File: src/hw/rtl/f2s_pkg.sv
// shared types and constants for the two-stack queue
`default_nettype none

package f2s_pkg;

  localparam int unsigned ValueW  = 32;
  localparam int unsigned StatusW = 2;

  // request codes
  localparam logic REQ_PUT = 1'b0;
  localparam logic REQ_GET = 1'b1;

  // status codes
  localparam logic [StatusW-1:0] ST_OK        = 2'd0;
  localparam logic [StatusW-1:0] ST_OVERFLOW  = 2'd1;
  localparam logic [StatusW-1:0] ST_UNDERFLOW = 2'd2;

  typedef enum logic [1:0] {
    RES_PUT_OK,
    RES_OVERFLOW,
    RES_UNDERFLOW,
    RES_GOT
  } res_kind_e;

  typedef struct packed {
    logic      push;
    logic      pop_rd;
    logic      xfer_rd;
    logic      load_res;
    res_kind_e res_kind;
  } ctrl_cmd_t;

  typedef struct packed {
    logic entry_full;
    logic entry_zero;
    logic exit_zero;
    logic mv_pending;
    logic slot_free;
  } dp_stat_t;

endpackage

`default_nettype wire

File: src/hw/rtl/fifo_from_two_stacks.sv
// top level of the first-in first-out queue built from two stacks
`default_nettype none

// Queue of up to 2*STACK_DEPTH values held in two stacks of STACK_DEPTH
// entries each. Every input transaction is a put (req_type 0) or a get
// (req_type 1) and yields exactly one result transaction carrying the removed
// value (zero unless a get succeeds), a status (ok, overflow when the entry
// stack is full even if the exit stack has room, underflow on an empty queue)
// and the empty flag after the operation. One transaction is in flight at a
// time. A put, an overflowing put and an underflowing get finish in the
// accept cycle; a get served from a non-empty exit stack waits in S_GET
// for the registered read of the exit stack ram; a get that finds the
// exit stack empty first moves all n entries of the entry stack across, one
// per cycle through the entry ram read port, then reads the exit stack. A
// new transaction is taken once the fsm is back in idle after the result
// is loaded and the result register is free or being emptied. No clearing
// pass is needed after reset: the stack counts alone say what is valid.

module fifo_from_two_stacks #(
  parameter int unsigned STACK_DEPTH = 16,
  parameter int unsigned DATA_WIDTH  = 32
) (
  input  wire logic                               clk_i,
  input  wire logic                               rst_ni,
  // request channel
  input  wire logic                               in_valid_i,
  output logic                                    in_ready_o,
  input  wire logic                               req_type_i,
  input  wire logic signed [f2s_pkg::ValueW-1:0]  put_value_i,
  // result channel
  output logic                                    out_valid_o,
  input  wire logic                               out_ready_i,
  output logic signed      [f2s_pkg::ValueW-1:0]  got_value_o,
  output logic             [f2s_pkg::StatusW-1:0] status_o,
  output logic                                    queue_empty_o
);

  // commands from the fsm, status back from the datapath
  f2s_pkg::ctrl_cmd_t cmd;
  f2s_pkg::dp_stat_t  stat;

  f2s_ctrl u_ctrl (
    .clk_i      (clk_i),
    .rst_ni     (rst_ni),
    .in_valid_i (in_valid_i),
    .in_ready_o (in_ready_o),
    .req_type_i (req_type_i),
    .stat_i     (stat),
    .cmd_o      (cmd)
  );

  // stacks, counts and the output register live here
  f2s_dp #(
    .STACK_DEPTH (STACK_DEPTH),
    .DATA_WIDTH  (DATA_WIDTH)
  ) u_dp (
    .clk_i         (clk_i),
    .rst_ni        (rst_ni),
    .cmd_i         (cmd),
    .stat_o        (stat),
    .put_value_i   (put_value_i),
    .out_valid_o   (out_valid_o),
    .out_ready_i   (out_ready_i),
    .got_value_o   (got_value_o),
    .status_o      (status_o),
    .queue_empty_o (queue_empty_o)
  );

endmodule

`default_nettype wire

File: src/hw/rtl/f2s_ram.sv
// generic single write, single read ram with registered read data
`default_nettype none

module f2s_ram #(
  parameter int unsigned WIDTH = 32,
  parameter int unsigned DEPTH = 16,
  localparam int unsigned AddrW = (DEPTH > 1) ? $clog2(DEPTH) : 1
) (
  input  wire logic             clk_i,
  input  wire logic             we_i,
  input  wire logic [AddrW-1:0] waddr_i,
  input  wire logic [WIDTH-1:0] wdata_i,
  input  wire logic             re_i,
  input  wire logic [AddrW-1:0] raddr_i,
  output logic      [WIDTH-1:0] rdata_o
);

  logic [WIDTH-1:0] mem_q [DEPTH];
  logic [WIDTH-1:0] rdata_q;

  always_ff @(posedge clk_i) begin
    if (we_i) begin
      mem_q[waddr_i] <= wdata_i;
    end
    if (re_i) begin
      rdata_q <= mem_q[raddr_i];
    end
  end

  assign rdata_o = rdata_q;

endmodule

`default_nettype wire

File: src/hw/rtl/f2s_ctrl.sv
// sequencing fsm for the two-stack queue
`default_nettype none

module f2s_ctrl (
  input  wire logic              clk_i,
  input  wire logic              rst_ni,
  input  wire logic              in_valid_i,
  output logic                   in_ready_o,
  input  wire logic              req_type_i,
  input  wire f2s_pkg::dp_stat_t stat_i,
  output f2s_pkg::ctrl_cmd_t     cmd_o
);

  localparam logic [1:0] S_IDLE = 2'd0;
  localparam logic [1:0] S_XFER = 2'd1;
  localparam logic [1:0] S_GET  = 2'd2;

  logic [1:0] state_q, state_d;
  logic       accept;

  assign in_ready_o = (state_q == S_IDLE) && stat_i.slot_free;
  assign accept     = in_valid_i && in_ready_o;

  always_comb begin
    state_d        = state_q;
    cmd_o          = '0;
    cmd_o.res_kind = f2s_pkg::RES_PUT_OK;
    case (state_q)
      S_IDLE: begin
        if (accept) begin
          if (req_type_i == f2s_pkg::REQ_PUT) begin
            cmd_o.load_res = 1'b1;
            if (stat_i.entry_full) begin
              cmd_o.res_kind = f2s_pkg::RES_OVERFLOW;
            end else begin
              cmd_o.push     = 1'b1;
              cmd_o.res_kind = f2s_pkg::RES_PUT_OK;
            end
          end else if (stat_i.exit_zero && stat_i.entry_zero) begin
            cmd_o.load_res = 1'b1;
            cmd_o.res_kind = f2s_pkg::RES_UNDERFLOW;
          end else if (stat_i.exit_zero) begin
            state_d = S_XFER;
          end else begin
            cmd_o.pop_rd = 1'b1;
            state_d      = S_GET;
          end
        end
      end
      S_XFER: begin
        // drain entry stack, then wait for the last move write to land
        if (!stat_i.entry_zero) begin
          cmd_o.xfer_rd = 1'b1;
        end else if (!stat_i.mv_pending) begin
          cmd_o.pop_rd = 1'b1;
          state_d      = S_GET;
        end
      end
      S_GET: begin
        cmd_o.load_res = 1'b1;
        cmd_o.res_kind = f2s_pkg::RES_GOT;
        state_d        = S_IDLE;
      end
      default: begin
        state_d = S_IDLE;
      end
    endcase
  end

  always_ff @(posedge clk_i or negedge rst_ni) begin
    if (!rst_ni) begin
      state_q <= S_IDLE;
    end else begin
      state_q <= state_d;
    end
  end

endmodule

`default_nettype wire

File: src/hw/rtl/f2s_dp.sv
// datapath: both stacks, their counts and the result register
`default_nettype none

module f2s_dp #(
  parameter int unsigned STACK_DEPTH = 16,
  parameter int unsigned DATA_WIDTH  = 32
) (
  input  wire logic                                clk_i,
  input  wire logic                                rst_ni,
  input  wire f2s_pkg::ctrl_cmd_t                  cmd_i,
  output f2s_pkg::dp_stat_t                        stat_o,
  input  wire logic signed [f2s_pkg::ValueW-1:0]   put_value_i,
  output logic                                     out_valid_o,
  input  wire logic                                out_ready_i,
  output logic signed      [f2s_pkg::ValueW-1:0]   got_value_o,
  output logic             [f2s_pkg::StatusW-1:0]  status_o,
  output logic                                     queue_empty_o
);

  localparam int unsigned CntW  = $clog2(STACK_DEPTH + 1);
  localparam int unsigned AddrW = (STACK_DEPTH > 1) ? $clog2(STACK_DEPTH) : 1;

  logic [CntW-1:0]       entry_cnt_q, entry_cnt_d, exit_cnt_q, exit_cnt_d;
  logic [CntW-1:0]       entry_dec, exit_dec;
  logic                  mv_q;
  logic [63:0]           put_ext, rd_ext;
  logic [DATA_WIDTH-1:0] entry_wdata, entry_rdata, exit_rdata;
  logic                  out_valid_q;
  logic [f2s_pkg::ValueW-1:0]  got_q, got_d;
  logic [f2s_pkg::StatusW-1:0] status_q, status_d;
  logic                  empty_q;

  assign entry_dec   = entry_cnt_q - CntW'(1);
  assign exit_dec    = exit_cnt_q - CntW'(1);
  assign put_ext     = 64'($unsigned(put_value_i));
  assign entry_wdata = put_ext[DATA_WIDTH-1:0];
  assign rd_ext      = 64'(exit_rdata);

  f2s_ram #(
    .WIDTH (DATA_WIDTH),
    .DEPTH (STACK_DEPTH)
  ) u_entry_ram (
    .clk_i   (clk_i),
    .we_i    (cmd_i.push),
    .waddr_i (entry_cnt_q[AddrW-1:0]),
    .wdata_i (entry_wdata),
    .re_i    (cmd_i.xfer_rd),
    .raddr_i (entry_dec[AddrW-1:0]),
    .rdata_o (entry_rdata)
  );

  f2s_ram #(
    .WIDTH (DATA_WIDTH),
    .DEPTH (STACK_DEPTH)
  ) u_exit_ram (
    .clk_i   (clk_i),
    .we_i    (mv_q),
    .waddr_i (exit_cnt_q[AddrW-1:0]),
    .wdata_i (entry_rdata),
    .re_i    (cmd_i.pop_rd),
    .raddr_i (exit_dec[AddrW-1:0]),
    .rdata_o (exit_rdata)
  );

  always_comb begin
    entry_cnt_d = entry_cnt_q;
    exit_cnt_d  = exit_cnt_q;
    if (cmd_i.push) begin
      entry_cnt_d = entry_cnt_q + CntW'(1);
    end else if (cmd_i.xfer_rd) begin
      entry_cnt_d = entry_dec;
    end
    if (mv_q) begin
      exit_cnt_d = exit_cnt_q + CntW'(1);
    end else if (cmd_i.pop_rd) begin
      exit_cnt_d = exit_dec;
    end
  end

  always_comb begin
    got_d    = '0;
    status_d = f2s_pkg::ST_OK;
    case (cmd_i.res_kind)
      f2s_pkg::RES_PUT_OK:    status_d = f2s_pkg::ST_OK;
      f2s_pkg::RES_OVERFLOW:  status_d = f2s_pkg::ST_OVERFLOW;
      f2s_pkg::RES_UNDERFLOW: status_d = f2s_pkg::ST_UNDERFLOW;
      f2s_pkg::RES_GOT:       got_d    = rd_ext[f2s_pkg::ValueW-1:0];
      default:                status_d = f2s_pkg::ST_OK;
    endcase
  end

  always_ff @(posedge clk_i or negedge rst_ni) begin
    if (!rst_ni) begin
      entry_cnt_q <= '0;
      exit_cnt_q  <= '0;
      mv_q        <= 1'b0;
      out_valid_q <= 1'b0;
    end else begin
      entry_cnt_q <= entry_cnt_d;
      exit_cnt_q  <= exit_cnt_d;
      mv_q        <= cmd_i.xfer_rd;
      if (cmd_i.load_res) begin
        out_valid_q <= 1'b1;
      end else if (out_ready_i) begin
        out_valid_q <= 1'b0;
      end
    end
  end

  always_ff @(posedge clk_i) begin
    if (cmd_i.load_res) begin
      got_q    <= got_d;
      status_q <= status_d;
      empty_q  <= (entry_cnt_d == '0) && (exit_cnt_d == '0);
    end
  end

  assign stat_o.entry_full = (entry_cnt_q == CntW'(STACK_DEPTH));
  assign stat_o.entry_zero = (entry_cnt_q == '0);
  assign stat_o.exit_zero  = (exit_cnt_q == '0);
  assign stat_o.mv_pending = mv_q;
  assign stat_o.slot_free  = !out_valid_q || out_ready_i;

  assign out_valid_o   = out_valid_q;
  assign got_value_o   = $signed(got_q);
  assign status_o      = status_q;
  assign queue_empty_o = empty_q;

endmodule

`default_nettype wire

File: config.mk
export PLATFORM = sky130hd
export DESIGN_NAME = fifo_from_two_stacks
export DESIGN_NICKNAME = d
export VERILOG_FILES = /design/src/hw/rtl/f2s_pkg.sv /design/src/hw/rtl/fifo_from_two_stacks.sv /design/src/hw/rtl/f2s_ram.sv /design/src/hw/rtl/f2s_ctrl.sv /design/src/hw/rtl/f2s_dp.sv
export SDC_FILE = /design/constraint.sdc
export NUM_CORES = 1
export LEC_CHECK = 0
export BUFFER_PORTS_ARGS = -buffer_cell sky130_fd_sc_hd__buf_4
export CAP_MARGIN = 20
export CORE_MARGIN = 2
export CORE_UTILIZATION = 28
export CTS_CLUSTER_DIAMETER = 150
export DETAILED_ROUTE_END_ITERATION = 16
export PLACE_DENSITY = 0.52
export SLEW_MARGIN = 20
export SYNTH_ARGS = -nofsm -noshare
export SYNTH_HDL_FRONTEND = slang
export SYNTH_HIERARCHICAL = 1
export SYNTH_SLANG_ARGS = --single-unit
File: constraint.sdc
create_clock -name clk_i -period 15.5 [get_ports clk_i]
set_input_delay 3.1 -clock clk_i [delete_from_list [all_inputs] [get_ports clk_i]]
set_output_delay 3.1 -clock clk_i [all_outputs]
set_load 0.02 [all_outputs]
* Word-level counts from Yosys, hierarchy flattened
Memory sizes are Yosys's and may differ from the RTL's. A register that Yosys moved wholly into a read port is not among the register bits.
Index checks and enable logic that the tools add are counted.
** Word-level totals
- Flip-flop bits (word level) :: 49
- Memories kept :: 2
- Memory bits (writable) :: 1024
- Input port bits :: 37
- Output and inout port bits :: 37
- Word-level logic and storage cells :: 73
** Operators by class
- Reduce and logical (&&, ||, !) cells :: 13
- Equality and inequality tests :: 11
- Muxes and demuxes :: 35
- $add $sub $neg :: 4
** Memory list
- u_dp.u_entry_ram.mem_q :: depth 16, width 32, read ports 1, clocked after memory_dff 1, write ports 1, line f2s_ram.sv:18 : logic [WIDTH-1:0] mem_q [DEPTH];
- u_dp.u_exit_ram.mem_q :: depth 16, width 32, read ports 1, clocked after memory_dff 1, write ports 1, line f2s_ram.sv:18
** Operators with widths (number)
- zero test 5 bit :: 4
- 2-to-1 mux 5 bit :: 4
- 2-to-1 mux 1 bit :: 17
- 2-to-1 mux 2 bit :: 7
- adder 5 x 1 -> 5 bit (second input constant) :: 2
- subtractor 5 x 1 -> 5 bit (second input constant) :: 2
- 2-to-1 mux 3 bit :: 3
- case mux 2 bit (2 select lines) :: 2
- == test 2 bit (second input constant) :: 3
- inequality test 2 bit (second input constant) :: 3
- case mux 3 bit (2 select lines) :: 1
- == test 5 bit (second input constant) :: 1
- AND reduction 5 bit :: 1
- == test 2 x 1 -> 1 bit (second input constant) :: 2
- logical AND 1 bit :: 4
- inequality test 2 x 1 -> 1 bit (second input constant) :: 2
- zero test 2 bit :: 1
- case mux 1 bit (2 select lines) :: 1
- nonzero test 2 bit :: 1
- zero test 1 bit :: 1
- logical OR 1 bit :: 1

* Depth between registers and ports, before layout
- Word-level depth :: 10
- Gate-level depth with buffers :: 10
- Depth with buffers taken out :: 10

* Modules after synthesis
The synthesis kept the hierarchy.
** Modules (own cells, without submodules)
- f2s_ram at u_dp.u_exit_ram :: area an instance 20174.3 sq um, sequential area each 16335.7 sq um, cells an instance 838, instances 1
- f2s_ram at u_dp.u_entry_ram :: area an instance 20155.6 sq um, sequential area each 16335.7 sq um, cells an instance 838, instances 1
- f2s_dp :: area an instance 2110.8 sq um, sequential area each 1351.3 sq um, cells an instance 166, instances 1
- f2s_ctrl :: area an instance 193.9 sq um, sequential area each 50.0 sq um, cells an instance 24, instances 1

* Worst setup path after synthesis
Ideal clock, no wire load.
- Path type :: input to register
- Start :: input port out_ready_i
- End :: register u_dp.empty_q (netlist: u_dp/queue_empty_o) (data pin)
- Buffers on the path :: 0
- Cell stages on the path :: 7
- Library setup time :: 0.176 ns
- Path slack :: 7.880 ns
- Data required time :: 15.324 ns
- Data arrival time :: 7.444 ns
- Cells stage by stage :: nand2b_1 > nand3_2 > o32ai_1 > and2_1 > o31ai_1 > or4_1 > nor4_1
** RTL lines
- start: declaration :: line fifo_from_two_stacks.sv:32 : input wire logic out_ready_i,
- end signal: assignment :: line f2s_dp.sv:114 : empty_q <= (entry_cnt_d == '0) && (exit_cnt_d == '0);
- end: declaration :: line f2s_dp.sv:31 : logic empty_q;

==> results summary <==
The number of buffers added on ports came out at 73. The parity-gate share of the synthesized area counting xor and xnor cells came out at 0.1233%. For this design the ratio of total power to cell area is 185.1 nW/um2. The number of cells on the worst reg-to-reg path is 12.

Dividing the detail-routed wire length by the instance count gives 23.73 um. The worst reg2reg path startpoint is u_dp/entry_cnt_q[0]$_DFF_PN0_. The time the final worst path needs with I/O delays and setup came out at 6.970 ns. The total standard cell area after synthesis is 42630 um2. The placeable core region is 151500 um2. Synthesis inferred 1137 register bits. Entering global routing, the biggest net connects 87 pins.

The insertion delay to the later sink of the worst-skew pair is 0.70 ns. Following the worst setup path forward leads to its endpoint at in_ready_o. The count of synthesis-stage warnings from yosys came out at 6. The aggregate routed wire length came out at 97970 um.

The leakage component of the power is 15.34 nW. The pre-CTS worst setup slack came out at 8.537 ns. The final-stage net count came out at 2050. The total global routing overflow is 0. The number of instances in the synthesized netlist came out at 1866. The setup slack after layout came out at 8.530 ns. Across the run, the number of max-cap violations was 0. The CTS tree is done. The highest fanout seen on the critical path is 6.

The number of I/O pins came out at 74. The flow ran to the end, and the final reports show no timing, DRC or antenna violations. On the final layout, the worst clock skew is 0.01850 ns. For this run, the top clock speed supported by timing is 143.5 MHz.

Registers take 34070 um2. Counting the fill cells in the layout gives 14250. The deepest level of the CTS H-tree is 3.

The first global-routing pass estimated 142400 um of wire. STA classifies the critical path startpoint as a primary input. The footprint of the multi-input gates came out at 8367 um2.

The met2 track demand over resource came out at 21.07%. The total negative slack came out at 0 ns. The initial utilization of the core area, before any placement, comes to 28.13%. The via count of the first global-routing pass is 20500. The simple-gate share of the synthesized area is 2.395%. The number of hold buffers added after CTS was 0. Setup repair after global routing left no endpoint under its margin.

The detail-routed via count per cell came out at 4.746. In this run the horizontal extent of the chip is 394.2 um. The initial antenna violation count is 7. In this run the vertical extent of the chip is 394.2 um. The compound-cell area share of the yosys netlist is 2.659%. At the pin with the least slew margin, the transition time is 1.066 ns.

The distinct cell type count after synthesis came out at 46. The main combinational cell family by area after synthesis is multiplexers. The worst flop-to-flop path endpoint is u_dp/queue_empty_o$_DFFE_PP_. The fraction of layout cells with a size suffix above 1 is 28.55%.

The normalized max-slew margin is 28.92%. The HPWL after detailed placement is 52260 um. The synthesized net count came out at 1907.

The fraction of met3 tracks used by global routing is 2.428%. The area of the die is 155400 um2. The share of synthesized cell area in full adder, half adder and majority cells is 0.1174%. The average footprint of a synthesized cell is 22.85 um2. Clock tree synthesis found a total of 1137 sinks.

The category of the worst setup path capture point is a primary output. For this block, the via count after detailed routing is 19600. The number of optimization iterations in the first detailed-route pass came out at 5. The path class of the tightest hold or removal check is flip-flop to flip-flop. The number of hold-slack violations in the final timing report is 0. The cell sitting at the root of the clock tree is a sky130_fd_sc_hd__clkbuf_16.

Setup violations remaining at the end of the flow were counted as 0. The layer carrying the most global-route usage is met2. The count of pins over their slew limit is 0. Hold timing on the final database bottoms out at a slack of 0.5486 ns. The clock transition time at the flip-flop clock pins of the worst setup and hold paths came out at 0.06 ns. For this run, global-route usage on met1 was measured as 16.56%.

The required time at the endpoint of the critical path came out at 12.40 ns. The signed area change from the synthesized netlist to the final layout came out at 15.91%. Data on the critical path arrives at its endpoint at 3.87 ns.

The fraction of synthesized area in multiplexers is 13.52%. The deepest clock path buffer count is 3. The sequential fraction of the synthesis area is 79.92%. The number of placement rows came out at 143. The number of nets still failing antenna checks after routing came out at 0. The global routing usage summed across all routing layers is 12.46%. The post-cts sizing count is 0. The congestion estimate from routability-driven global placement came to 0.7398. The internal reg-to-reg setup slack is 10.52 ns.

The critical path in this run is classified as primary input to primary output. The share of the cycle needed by the critical path after routing is 44.97%. For this run, design rule violations remaining after detail routing come to 0.

At the end of the flow the core is filled with cells to 32.61%. Clock tree synthesis inserted a total of 110 buffers. Once the clock tree was built, the setup fixing pass inserted 0 buffers.

The first routing iteration left 1725 violations. The largest voltage drop on the vdd net is 0.2456 mV. Tracing the worst setup path back leads to its startpoint at out_ready_i.
[cell usage after synthesis (all sizes together)]
library cell | instances | area share (%)
xor2 | 2 | 0.041
inv | 14 | 0.12
ha | 4 | 0.12
o32ai | 2 | 0.041
a211o | 1 | 0.021
nor2b | 7 | 0.10
o311a | 4 | 0.10
or2 | 1 | 0.015
o31ai | 1 | 0.018
nand3 | 3 | 0.047
nor3b | 1 | 0.018
nand3b | 10 | 0.18
nor4b | 1 | 0.021
nor2 | 39 | 0.35
clkbuf | 42 | 0.37
nand2b | 8 | 0.12
or3b | 5 | 0.10
xnor2 | 4 | 0.082
nand2 | 71 | 0.63
a21boi | 2 | 0.035
nor4 | 2 | 0.029
and2 | 4 | 0.062
a21oi | 2 | 0.023
a311oi | 1 | 0.021
nand4b | 1 | 0.021
nor3 | 8 | 0.094
mux4 | 256 | 14
and3b | 2 | 0.041
o22ai | 9 | 0.15
and3 | 32 | 0.47
dfrtp | 14 | 0.82
or4 | 1 | 0.018
buf | 55 | 0.77
nand4 | 4 | 0.059
a22oi | 128 | 2.3
edfxtp | 1123 | 79
or3 | 2 | 0.029
[layout make-up]
cell class | count | area share [%]
clock inverters | 66 | 0.9595
repair buffers | 128 | 1.985
clock buffers | 135 | 5.889
inverters | 14 | 0.1468
flip-flops and latches | 1137 | 68.95
diodes | 1 | 0.005064
well taps | 2030 | 5.140
multi-input cells | 618 | 16.93
[logic make-up (layout without fill, tap and decap cells)]
group           Yosys count  after routing
flops                  1137           1137
mux                     256            256
fa+ha+maj                 4              4
simple gates            202            202
other cells               0              1
buf+inv                 111            343
compound gates          150            150
xor+xnor                  6              6
[routing by layer]
metal / up-vias / routed length (um)
li1: 8228 / -
met1: 10710 / 42190
met3: 142 / 4858
met2: 512 / 48930
met4: 8 / 1929
met5: - / 53
[stage by stage]
stage / cell area, um2 / power [mW] / std cells
after global routing: 49420 / 9.554 / 4128
final: 49420 / 9.146 / 4129
after floorplan: 42630 / 5.685 / 1866
after detailed placement: 45990 / 6.708 / 3926
after global placement: 45990 / 6.669 / 3926
after CTS: 49380 / 9.249 / 4127
[layout by cell type (no fill, tap or decap), types with 11 or more instances in the layout]
master | Yosys | layout
sky130_fd_sc_hd__clkinv_1 | 0 | 23
sky130_fd_sc_hd__clkbuf_16 | 0 | 113
sky130_fd_sc_hd__dfrtp_1 | 14 | 14
sky130_fd_sc_hd__clkbuf_1 | 42 | 22
sky130_fd_sc_hd__clkinv_2 | 0 | 29
sky130_fd_sc_hd__nor2_1 | 38 | 11
sky130_fd_sc_hd__edfxtp_1 | 1123 | 1123
sky130_fd_sc_hd__nand2_1 | 71 | 71
sky130_fd_sc_hd__and3_1 | 32 | 32
sky130_fd_sc_hd__mux4_2 | 256 | 256
sky130_fd_sc_hd__nor2_4 | 0 | 27
sky130_fd_sc_hd__buf_4 | 21 | 127
sky130_fd_sc_hd__a22oi_1 | 128 | 128
[sequential cells by signal, summed over array words and instances (netlist names)]
signal / count
u_dp/status_o: 2
u_dp/entry_cnt_q: 5
u_dp/mv_q: 1
u_dp/u_entry_ram/mem_q: 512
u_dp/u_entry_ram/rdata_o: 32
u_dp/queue_empty_o: 1
u_ctrl/state_q: 2
u_dp/u_exit_ram/rdata_o: 32
u_dp/got_value_o: 32
u_dp/exit_cnt_q: 5
u_dp/u_exit_ram/mem_q: 512
u_dp/out_valid_o: 1
[worst min path at each step]
stage / start / to / slack, ns / cells after the start
global placement: u_dp/u_exit_ram/rdata_o[13]$_DFFE_PP_ / u_dp/got_value_o[13]$_SDFFCE_PP0P_ / 0.54 / 1
CTS: u_dp/u_exit_ram/rdata_o[29]$_DFFE_PP_ / u_dp/got_value_o[29]$_SDFFCE_PP0P_ / 0.55 / 1
detailed placement: u_dp/u_exit_ram/rdata_o[16]$_DFFE_PP_ / u_dp/got_value_o[16]$_SDFFCE_PP0P_ / 0.54 / 1
floorplan: u_dp/u_exit_ram/rdata_o[0]$_DFFE_PP_ / u_dp/got_value_o[0]$_SDFFCE_PP0P_ / 0.53 / 1
finish: u_dp/u_exit_ram/rdata_o[29]$_DFFE_PP_ / u_dp/got_value_o[29]$_SDFFCE_PP0P_ / 0.55 / 1
global route: u_dp/u_exit_ram/rdata_o[16]$_DFFE_PP_ / u_dp/got_value_o[16]$_SDFFCE_PP0P_ / 0.58 / 1
[worst max-delay path, stage by stage]
cell,delay [ns]
sky130_fd_sc_hd__buf_4,0.10
sky130_fd_sc_hd__nand2b_1,0.31
sky130_fd_sc_hd__inv_1,0.14
sky130_fd_sc_hd__nor2_1,0.05
sky130_fd_sc_hd__buf_4,0.17
[where the power goes]
group	internal [mW]	total [mW]	leakage (nW)	switching (mW)
clock network	1.41	2.53	1.67	1.12
registers	3.67	3.79	10.3	0.124
logic	1.12	2.82	3.36	1.70
Note: power is estimated with default switching activity, not from simulation.
